File: src/hw/rtl/clock_cache_refcount_directory_assert.svh
// Assertion macros for the clock cache directory.
// Depends on nothing; define ASSERT_OFF to compile them out.
`ifndef CLOCK_CACHE_REFCOUNT_DIRECTORY_ASSERT_SVH
`define CLOCK_CACHE_REFCOUNT_DIRECTORY_ASSERT_SVH
`ifndef ASSERT_OFF
// same-cycle implication
`define CCRD_ASSERT_IMPL(label, clk, rst, ante, cons, msg) \
   label: assert property (@(posedge clk) disable iff (rst) (ante) |-> (cons)) else $error(msg);
// next-cycle implication
`define CCRD_ASSERT_NEXT(label, clk, rst, ante, cons, msg) \
   label: assert property (@(posedge clk) disable iff (rst) (ante) |=> (cons)) else $error(msg);
`else
`define CCRD_ASSERT_IMPL(label, clk, rst, ante, cons, msg)
`define CCRD_ASSERT_NEXT(label, clk, rst, ante, cons, msg)
`endif
`endif

File: src/hw/rtl/ccrd_pkg.sv
// Shared types and codes of the clock cache directory.
// No dependencies.
`timescale 1ns / 1ps
package ccrd_pkg;
   localparam int KEY_W  = 64;
   localparam int VAL_W  = 64;
   localparam int SLOT_W = 5;
   localparam int CAP_W  = 6;
   localparam int OCC_W  = 6;
   localparam logic [CAP_W-1:0] CAP_RESET = 6'd32;

   localparam logic [1:0] OP_INSERT  = 2'd0;
   localparam logic [1:0] OP_LOOKUP  = 2'd1;
   localparam logic [1:0] OP_RELEASE = 2'd2;
   localparam logic [1:0] OP_TRIM    = 2'd3;

   localparam logic [1:0] ST_OK   = 2'd0;
   localparam logic [1:0] ST_MISS = 2'd1;
   localparam logic [1:0] ST_ERR  = 2'd2;

   localparam logic KIND_ANSWER = 1'b0;
   localparam logic KIND_NOTICE = 1'b1;

   typedef struct packed {
      logic              kind;
      logic [1:0]        status;
      logic [SLOT_W-1:0] slot_res;
      logic [VAL_W-1:0]  freed_value;
      logic              last;
   } rsp_beat_type;
endpackage

File: src/hw/rtl/ccrd_kv_mem.sv
// Key and value store: one write port, one registered read port.
// Depends on ccrd_pkg.
`timescale 1ns / 1ps
module ccrd_kv_mem #(
   parameter int ENTRIES = 32,
   parameter int SW      = 5
) (
   input  logic                       clock,
   input  logic                       we,
   input  logic [SW-1:0]              waddr,
   input  logic [ccrd_pkg::KEY_W-1:0] wkey,
   input  logic [ccrd_pkg::VAL_W-1:0] wvalue,
   input  logic                       re,
   input  logic [SW-1:0]              raddr,
   output logic [ccrd_pkg::KEY_W-1:0] rkey,
   output logic [ccrd_pkg::VAL_W-1:0] rvalue
);
   import ccrd_pkg::*;

   logic [KEY_W-1:0] key_mem [ENTRIES];
   logic [VAL_W-1:0] val_mem [ENTRIES];
   logic [KEY_W-1:0] rkey_ff;
   logic [VAL_W-1:0] rvalue_ff;

   always_ff @(posedge clock) begin
      if (we) begin
         key_mem[waddr] <= wkey;
         val_mem[waddr] <= wvalue;
      end
      if (re) begin
         rkey_ff   <= key_mem[raddr];
         rvalue_ff <= val_mem[raddr];
      end
   end

   assign rkey   = rkey_ff;
   assign rvalue = rvalue_ff;
endmodule

File: config.mk
export PLATFORM = sky130hd
export DESIGN_NAME = ccrd_kv_mem
export DESIGN_NICKNAME = d
export VERILOG_FILES = /design/src/hw/rtl/clock_cache_refcount_directory_assert.svh /design/src/hw/rtl/ccrd_pkg.sv /design/src/hw/rtl/ccrd_kv_mem.sv
export SDC_FILE = /design/constraint.sdc
export NUM_CORES = 2
export LEC_CHECK = 0
export BUFFER_PORTS_ARGS = -buffer_cell sky130_fd_sc_hd__buf_4
export CAP_MARGIN = 20
export CORE_MARGIN = 1.5
export CORE_UTILIZATION = 60
export DETAILED_ROUTE_END_ITERATION = 6
export PLACE_DENSITY = 0.75
export SLEW_MARGIN = 25
export SYNTH_ARGS = -nofsm -noshare
export SYNTH_HDL_FRONTEND = slang
export SYNTH_SLANG_ARGS = --single-unit
File: constraint.sdc
create_clock -name clock -period 7.6 [get_ports clock]
set_input_delay 0 -clock clock [delete_from_list [all_inputs] [get_ports clock]]
set_output_delay 0 -clock clock [all_outputs]
set_load 0.05 [all_outputs]
==> impl_results.md <==
- Final Util: 68.7%
- Row count: 187
- Slowest cell on the critical path: dlygate4sd3_1
- Worst-path fanout max: 71
- Final number of hold-violating endpoints: 0
- Final WL: 409,000 um
- Reg area: 127,000 um^2
- Critical R2R Capture: rkey[23]$_DFFE_PP_
- Worst slew pin tran: 1.13 ns
- CP peak stage delay: 0.74 ns
- Mapped Area: 157,000 um^2
- Max-cap violations: 0
- Multiplexer share of the synthesized area: 14.6%
- Reg2Reg Setup Slack: 5.27 ns
- Largest net degree at the start of global routing: 141
- Req. time, crit path: 8.18 ns
- Fmax: 0.306 GHz
- Clk slew on worst S/H paths: 0.06 ns
- DRC: 0
- Startpoint types: input port
- First-pass GRT wire length: 573,000 um
- Area of the multi-input gates: 28,100 um^2
- Drt initial violations: 12.4k
- Synth Instances: 6,440
- Hold wc startpoint: wvalue[27]
- DR vias: 77.1k
- Synth Area in Simple Gates: 0.825%
- Synth Area in Adders: 0%
- Combinational family with the most area after synthesis: multiplexers
- Synth unique cells: 27
- Clock Tree Buf Depth: 4
- Critical-path cell list: dlygate4sd3_1, buf_4, or3b_2, dlygate4sd3_1, nor2_4, buf_4, buf_12
- Routed wire length per instance: 37.5 um
- Final worst-path cycle share: 43.1%
- Worst Hold Path Cells: 2
- CP endpoint kind: flop
- Ys flop type: edfxtp_1
- RSZ-0062 raised after global routing: no
- Most common cell in the netlist: edfxtp_1
- Die Y: 514 um
- Post-synthesis net count: 6,581
- Area Growth Syn to Fin: 13.9%
- GPL Wtd Cong: 0.749
- Crit Path Category: in2reg
- Yosys reg bits: 4,224
- Initial antenna violation count: 29
- Synth area leaders: edfxtp_1, mux4_2, o22ai_1, mux2i_1, a22oi_1
- Post-synth EDFFs: 4,224
- Final slew viol count: 0
- Status: complete, no violations
- Clock skew: 0.0812 ns
- NumNets Final: 7,310
- Cell Pwr Density: 271 nW/um^2
- Die Wd: 514 um
- Via-to-Cell Ratio: 7.08
- Post-synth top area share: 81.0%
- Minimum clock period: 3.27 ns
- Synth Area in XOR/XNOR: 0%
- Final TNS setup: 0 ns
- Postcts setup bufs: 0
- Compound-cell area share of the yosys netlist: 2.26%
- Vias in the first global route: 77.8k
- Dpl hpwl: 171,000 um
- Slew headroom: 24.7%
- Core region area: 259,000 um^2
- CTS tree: built
- DRT Pass-1 Iters: 6
- Worst EP arrival: 3.86 ns
- Fill cells: 14.7k
- GR Overflow Total: 0
- Sequential area share after synthesis: 81.0%
- Post-synth top area cell: edfxtp_1
- Root Buffer: clkbuf_16
- Clock Latency Late Sink: 1.05 ns
- Input/output buffers: 268
- Yosys Warn Count: 0
- Average cell area after synthesis: 24.3 um^2
- I/O pin count: 269
- Sink Count: 4,224
- Die Area: 264,000 um^2
- Routed Antenna Nets: 0
- RR Startpoint: key_mem[29][23]$_DFFE_PP_
- Leak: 55.8 nW
- Hold Path Class: in2reg
- Kind of cell adding the most delay to the critical path: buffers and inverters
- Starting Density: 60.3%
- R2R depth: 6
- Synth cell count leaders: edfxtp_1, mux4_2, o22ai_1
- Resized Gates After CTS: 0
- All-Layer GR Usage: 31.1%
- Fraction of layout cells with a size suffix above 1: 26.7%
- End of the worst hold path: val_mem[4][27]$_DFFE_PP_
- H-tree levels: 5
- VDD IR-drop max: 304 uV
- Post-synth ARST share: 0%
- CP Buf/Inv Count: 5
- CTS Buf Count: 409
- Setup Viol. Count Final: 0
## cell families (layout without fill, tap and decap cells)
| group | count (synthesis) | in the layout |
|---|---|---|
| simple gates | 226 | 226 |
| other cells | 0 | 9 |
| mux | 1092 | 1092 |
| compound gates | 546 | 546 |
| buf+inv | 352 | 1397 |
| flops | 4224 | 4224 |
## routing by layer
metal | global-route usage, % | vias to the layer above | routed length, um
li1 | - | 29600 | -
met1 | 42.8 | 40400 | 142000
met2 | 49.1 | 6151 | 198000
met3 | 8.23 | 919 | 53800
met4 | 10.7 | 28 | 14200
met5 | 0 | - | 161
## through the flow
step                      setup slack [ns]  total power, W  cells  area, um^2  hold slack (ns)
after CTS                             4.42          0.0485  10900      178000        0.0000131
final                                 4.33          0.0484  10900      178000           0.0271
after global placement                4.01          0.0288   9893      163000            0.398
after global routing                  4.32          0.0495  10900      178000           0.0214
after floorplan                       1.00          0.0280   6440      157000           0.0989
after detailed placement              4.04          0.0289   9895      163000            0.409
## flip-flops by register name, summed over array words and instances (netlist names)
signal	flops
rvalue	64
val_mem	2048
rkey	64
key_mem	2048
## cell type report
class,count,area share [%]
Sequential cell,4224,71.1
Multi-Input combinational cell,1864,15.7
Clock buffer,490,5.98
Timing Repair Buffer,670,3.53
Tap cell,3402,2.39
Clock inverter,237,1.24
Antenna cell,9,0.0126
## how the worst max path moves through the flow
stage / slack, ns / cells after the start / end / from
floorplan: 1.00 / 3 / key_mem[12][0]$_DFFE_PP_ / waddr[1]
CTS: 4.42 / 7 / val_mem[16][35]$_DFFE_PP_ / waddr[2]
global route: 4.32 / 9 / rvalue[59]$_DFFE_PP_ / raddr[2]
finish: 4.33 / 7 / val_mem[16][35]$_DFFE_PP_ / waddr[2]
global placement: 4.01 / 6 / rvalue[42]$_DFFE_PP_ / raddr[0]
detailed placement: 4.04 / 6 / rvalue[42]$_DFFE_PP_ / raddr[0]
## layout by cell type, fill, tap and decap left out, drive strengths merged, types with 4 or more instances in the layout
cell	n
a22oi	102
o22ai	444
clkbuf	493
buf	425
clkinv	172
diode	9
inv	7
or3b	4
nand3b	6
nand4	17
mux2i	136
edfxtp	4224
bufinv	40
nand3	37
mux4	956
nand2	4
nor4	111
clkinvlp	18
dlygate4sd3	242
nor2	36
## where the power goes
group	internal (W)	total, W	switching, W
Clock	0.0113	0.0198	0.00850
Combinational	0.000904	0.00241	0.00150
Sequential	0.0260	0.0262	0.000151
Total	0.0382	0.0484	0.0102
## timing repair
item                                    in CTS  in global routing
endpoints found under the hold margin     4389                  0
endpoints found under the setup margin       0                  0
hold buffers                               264                  0
Note: power is estimated with default switching activity, not from simulation.
