File: config.mk
export PLATFORM = sky130hd
export DESIGN_NAME = ccrd_rsp_reg_flat
export DESIGN_NICKNAME = d
export VERILOG_FILES = /design/src/hw/rtl/clock_cache_refcount_directory_assert.svh /design/src/hw/rtl/ccrd_pkg.sv /design/src/hw/rtl/ccrd_if.sv /design/src/hw/rtl/ccrd_rsp_reg.sv /design/src/flat_wrapper.sv
export SDC_FILE = /design/constraint.sdc
export NUM_CORES = 1
export LEC_CHECK = 0
export BUFFER_PORTS_ARGS = -buffer_cell sky130_fd_sc_hd__buf_2
export CORE_ASPECT_RATIO = 0.6
export CORE_UTILIZATION = 37
export DETAILED_ROUTE_END_ITERATION = 8
export PLACE_DENSITY = 0.83
export SYNTH_ARGS = -nofsm -noshare
export SYNTH_HDL_FRONTEND = slang
export SYNTH_SLANG_ARGS = --single-unit
File: constraint.sdc
create_clock -name clock -period 1.25 [get_ports clock]
set_input_delay 0.125 -clock clock [delete_from_list [all_inputs] [get_ports clock]]
set_output_delay 0.125 -clock clock [all_outputs]
set_load 0.005 [all_outputs]
File: src/hw/rtl/clock_cache_refcount_directory_assert.svh
// Assertion macros for the clock cache directory.
// Depends on nothing; define ASSERT_OFF to compile them out.
`ifndef CLOCK_CACHE_REFCOUNT_DIRECTORY_ASSERT_SVH
`define CLOCK_CACHE_REFCOUNT_DIRECTORY_ASSERT_SVH
`ifndef ASSERT_OFF
// same-cycle implication
`define CCRD_ASSERT_IMPL(label, clk, rst, ante, cons, msg) \
   label: assert property (@(posedge clk) disable iff (rst) (ante) |-> (cons)) else $error(msg);
// next-cycle implication
`define CCRD_ASSERT_NEXT(label, clk, rst, ante, cons, msg) \
   label: assert property (@(posedge clk) disable iff (rst) (ante) |=> (cons)) else $error(msg);
`else
`define CCRD_ASSERT_IMPL(label, clk, rst, ante, cons, msg)
`define CCRD_ASSERT_NEXT(label, clk, rst, ante, cons, msg)
`endif
`endif

File: src/hw/rtl/ccrd_pkg.sv
// Shared types and codes of the clock cache directory.
// No dependencies.
`timescale 1ns / 1ps
package ccrd_pkg;
   localparam int KEY_W  = 64;
   localparam int VAL_W  = 64;
   localparam int SLOT_W = 5;
   localparam int CAP_W  = 6;
   localparam int OCC_W  = 6;
   localparam logic [CAP_W-1:0] CAP_RESET = 6'd32;

   localparam logic [1:0] OP_INSERT  = 2'd0;
   localparam logic [1:0] OP_LOOKUP  = 2'd1;
   localparam logic [1:0] OP_RELEASE = 2'd2;
   localparam logic [1:0] OP_TRIM    = 2'd3;

   localparam logic [1:0] ST_OK   = 2'd0;
   localparam logic [1:0] ST_MISS = 2'd1;
   localparam logic [1:0] ST_ERR  = 2'd2;

   localparam logic KIND_ANSWER = 1'b0;
   localparam logic KIND_NOTICE = 1'b1;

   typedef struct packed {
      logic              kind;
      logic [1:0]        status;
      logic [SLOT_W-1:0] slot_res;
      logic [VAL_W-1:0]  freed_value;
      logic              last;
   } rsp_beat_type;
endpackage

File: src/hw/rtl/ccrd_if.sv


interface ccrd_rsp_if;
   logic                        valid;
   logic                        ready;
   logic                        kind;
   logic [1:0]                  status;
   logic [ccrd_pkg::SLOT_W-1:0] slot_res;
   logic [ccrd_pkg::VAL_W-1:0]  freed_value;
   logic                        last;
   modport source (output valid, kind, status, slot_res, freed_value, last, input ready);
   modport sink (input valid, kind, status, slot_res, freed_value, last, output ready);
endinterface

File: src/hw/rtl/ccrd_rsp_reg.sv
// Output register of the response channel.
// Depends on ccrd_pkg and ccrd_rsp_if.
`timescale 1ns / 1ps
module ccrd_rsp_reg (
   input  logic                   clock,
   input  logic                   reset,
   input  logic                   push,
   input  ccrd_pkg::rsp_beat_type beat,
   output logic                   can_take,
   ccrd_rsp_if.source             rsp_ch
);
   import ccrd_pkg::*;

   logic         valid_ff;
   rsp_beat_type beat_ff;

   assign can_take = !valid_ff || rsp_ch.ready;

   always_ff @(posedge clock) begin
      if (reset) begin
         valid_ff <= 1'b0;
      end else if (can_take) begin
         valid_ff <= push;
      end
      if (push && can_take) begin
         beat_ff <= beat;
      end
   end

   assign rsp_ch.valid       = valid_ff;
   assign rsp_ch.kind        = beat_ff.kind;
   assign rsp_ch.status      = beat_ff.status;
   assign rsp_ch.slot_res    = beat_ff.slot_res;
   assign rsp_ch.freed_value = beat_ff.freed_value;
   assign rsp_ch.last        = beat_ff.last;
endmodule

File: src/flat_wrapper.sv
// flat-port wrapper written by rule: the top's interface ports become plain ports
module ccrd_rsp_reg_flat import ccrd_pkg::*;
  (clock, reset, push, beat, can_take, rsp_ch_valid, rsp_ch_kind, rsp_ch_status, rsp_ch_slot_res, rsp_ch_freed_value, rsp_ch_last, rsp_ch_ready);
  ccrd_rsp_if rsp_ch_i ();
  input  logic clock;
  input  logic reset;
  input  logic push;
  input  ccrd_pkg::rsp_beat_type beat;
  output logic can_take;
  output wire logic [$bits(rsp_ch_i.valid)-1:0] rsp_ch_valid;
  output wire logic [$bits(rsp_ch_i.kind)-1:0] rsp_ch_kind;
  output wire logic [$bits(rsp_ch_i.status)-1:0] rsp_ch_status;
  output wire logic [$bits(rsp_ch_i.slot_res)-1:0] rsp_ch_slot_res;
  output wire logic [$bits(rsp_ch_i.freed_value)-1:0] rsp_ch_freed_value;
  output wire logic [$bits(rsp_ch_i.last)-1:0] rsp_ch_last;
  input wire logic [$bits(rsp_ch_i.ready)-1:0] rsp_ch_ready;
  assign rsp_ch_valid = rsp_ch_i.valid;
  assign rsp_ch_kind = rsp_ch_i.kind;
  assign rsp_ch_status = rsp_ch_i.status;
  assign rsp_ch_slot_res = rsp_ch_i.slot_res;
  assign rsp_ch_freed_value = rsp_ch_i.freed_value;
  assign rsp_ch_last = rsp_ch_i.last;
  assign rsp_ch_i.ready = rsp_ch_ready;
  ccrd_rsp_reg u_core (.clock(clock), .reset(reset), .push(push), .beat(beat), .can_take(can_take), .rsp_ch(rsp_ch_i));
endmodule
==> metrics.cfg <==
[run_status]
outcome = finished, final reports clean

[cts]
clk_path_buf_depth = 2
tritoncts = yes
ctsHoldBuffers = 74
cts_resized = 0
path_clk_slew_ps = 80
root_buffer = clkbuf_8
clock-sinks = 74
cts_max_level = 3
numCtsBuffers = 9
post_cts_buffers = 0
clock_latency_ps = 340

[global_route]
grt_antenna_before_repair = 0
grt_pass1_vias = 1913
grt_usage_pct = 21.3
grt_overflow_total = 0
grt_pass1_wl_um = 9450
grt_max_degree = 39

[logic_synthesis]
synth_seq_cells = 74
syn-num-nets = 155
ys_types = 6
syn_inst = 78
synthSimpleGateAreaFrac_pct = 1.00
synth_area_um2 = 2250
synthAdderAreaFrac_pct = 0
synth_area_per_cell_um2 = 28.8
synth_mux_area_share_pct = 0
synth_top_family_by_area = simple AND/OR/NAND/NOR gates
ys_warn_count = 0
synth_xor_xnor_area_share_pct = 0
synth-compound-area-share_pct = 0.390
yosysSeqAreaShare_pct = 98.4

[final_layout]
fin_nets = 393
stdcell_area_um2 = 4080
area_growth_pct = 81.6
diodes = 0
drive_gt1_share_pct = 53.6
most-common-layout-cells = buf_2 (151), dlygate4sd3_1 (74), edfxtp_1 (73), clkbuf_8 (9)
mostFrequentLayoutCell = buf_2
n_fill_cell = 360

[hold_path]
hold_end = u_core.rsp_ch.valid
min_path_cells = 3
min_from = push
hold_path_class = in2reg

[sta]
finalSetupViolations = 0
hold_violations = 0
fmax_mhz = 861
fin_skew_ps = 12.6
finalSetupTns_ps = 0
slew_viol_final = 0
timing.final.crit_share_pct = 92.9
grt_setup_unrepaired = false
worst_pin_slew_ps = 203
slew_headroom_pct = 86.5
final.min_clock_period_ps = 1160

[setup_path]
crit_path_start_kind = flip-flop
r2r_slack_ps = 90
reg2regPathDepth = 3
cp-startpoint = u_core.rsp_ch.valid
crit_required_ps = 1270
r2r-start = u_core.rsp_ch.valid
worst_setup_path_end_kind = flip-flop
path_max_fanout = 38
setup.worst_path.class = reg2reg
reg2reg_to = u_core.rsp_ch.freed_value[36]
crit_arrival_ps = 1180

[routing]
dr.pass1.iters = 4
drt_iter0_drc = 69
remaining_drc_errors = 0
wirelength_um = 6310
wl_per_cell_um = 15.7
viasPerCell = 4.25
ant_nets = 0
dr_total_vias = 1703

[pwr]
cellPowerDensity_nw_per_um2 = 1290
peakVddDrop_mv = 0.792
power_leakage_nw = 1.75

[placed_design]
port_buffers = 151
place.gp.congestion = 0.705
placed_area_um2 = 3140
dp_hpwl_um = 3330

[floorplanning]
start_util_pct = 39.4
num_io_pins = 152
die_x_um = 103
coreArea_um2 = 5700
rows = 21
die_h_um = 62.4
dieArea_um2 = 6400

[job]
cap_violations = 0

-- state kept, by name (all words and copies together) (netlist names) --
signal and flops:
u_core.rsp_ch.slot_res 5, u_core.rsp_ch.freed_value 64, u_core.rsp_ch.status 2, u_core.rsp_ch.kind 1
u_core.rsp_ch.valid 1, u_core.rsp_ch.last 1
-- synthesized netlist by cell type --
master | n | area (um2)
inv_1 | 1 | 3.75
and2_4 | 1 | 8.76
dfxtp_1 | 1 | 20.0
a21oi_2 | 1 | 8.76
edfxtp_1 | 73 | 2190
nand2b_4 | 1 | 13.8
-- per-layer routing --
metal / vias to the layer above / global-route usage (%) / wire length, um
li1: 789 / - / -
met5: - / 0 / 0
met2: 99 / 37.9 / 3440
met3: 16 / 7.77 / 499
met1: 799 / 21.4 / 2190
met4: 0 / 11.3 / 182
-- worst max path at each step --
| stage | end | slack [ps] | depth (start not counted) |
|---|---|---|---|
| final | u_core.rsp_ch.freed_value[36] | 90 | 3 |
| after global routing | u_core.rsp_ch.freed_value[36] | 40 | 3 |
| after CTS | u_core.rsp_ch.freed_value[6] | 120 | 3 |
| after detailed placement | u_core.rsp_ch.freed_value[48] | 140 | 3 |
| after global placement | u_core.rsp_ch.freed_value[46] | 160 | 3 |
| after floorplan | u_core.rsp_ch.freed_value[0] | -130 | 2 |
-- area by class of cell --
cell class	instances	area, um2	share of cell area [%]
well taps	80	100	2.45
clock buffers	10	128	3.13
clock inverters	6	67.6	1.66
inverters	1	3.75	0.0920
repair buffers	227	1540	37.7
multi-input cells	3	31.3	0.767
flip-flops and latches	74	2210	54.2
-- stage by stage --
stage	total power [W]	worst slack, ps	instances	util, %	hold slack, ps
after floorplan	0.00306	-132	78	-	180
after global placement	0.00333	162	311	55.1	279
after detailed placement	0.00335	138	311	55.1	279
after CTS	0.00529	120	401	71.6	5.79
after global routing	0.00548	44.2	401	71.6	29.3
final	0.00528	88.4	401	71.6	37.1
-- cells by family after synthesis --
| family | after synthesis |
|---|---|
| flip-flops | 74 |
| AO/OA/AOI/OAI | 1 |
| buffers and inverters | 1 |
| AND/OR/NAND/NOR | 2 |
-- worst max-delay path, cell delays in order (launching register included) --
cell,delay (ps)
dfxtp_2,340
nand2b_4,90
and2_4,180
buf_12,220
-- power by group --
group          internal, W  switching (W)  total (W)  leakage [nW]
registers          0.00290      0.0000396    0.00294         0.715
clock network     0.000925       0.000859    0.00178        0.0925
logic             0.000343       0.000215   0.000558         0.940
total              0.00417        0.00111    0.00528          1.75
No activity file was read; power rests on OpenSTA's default activity.
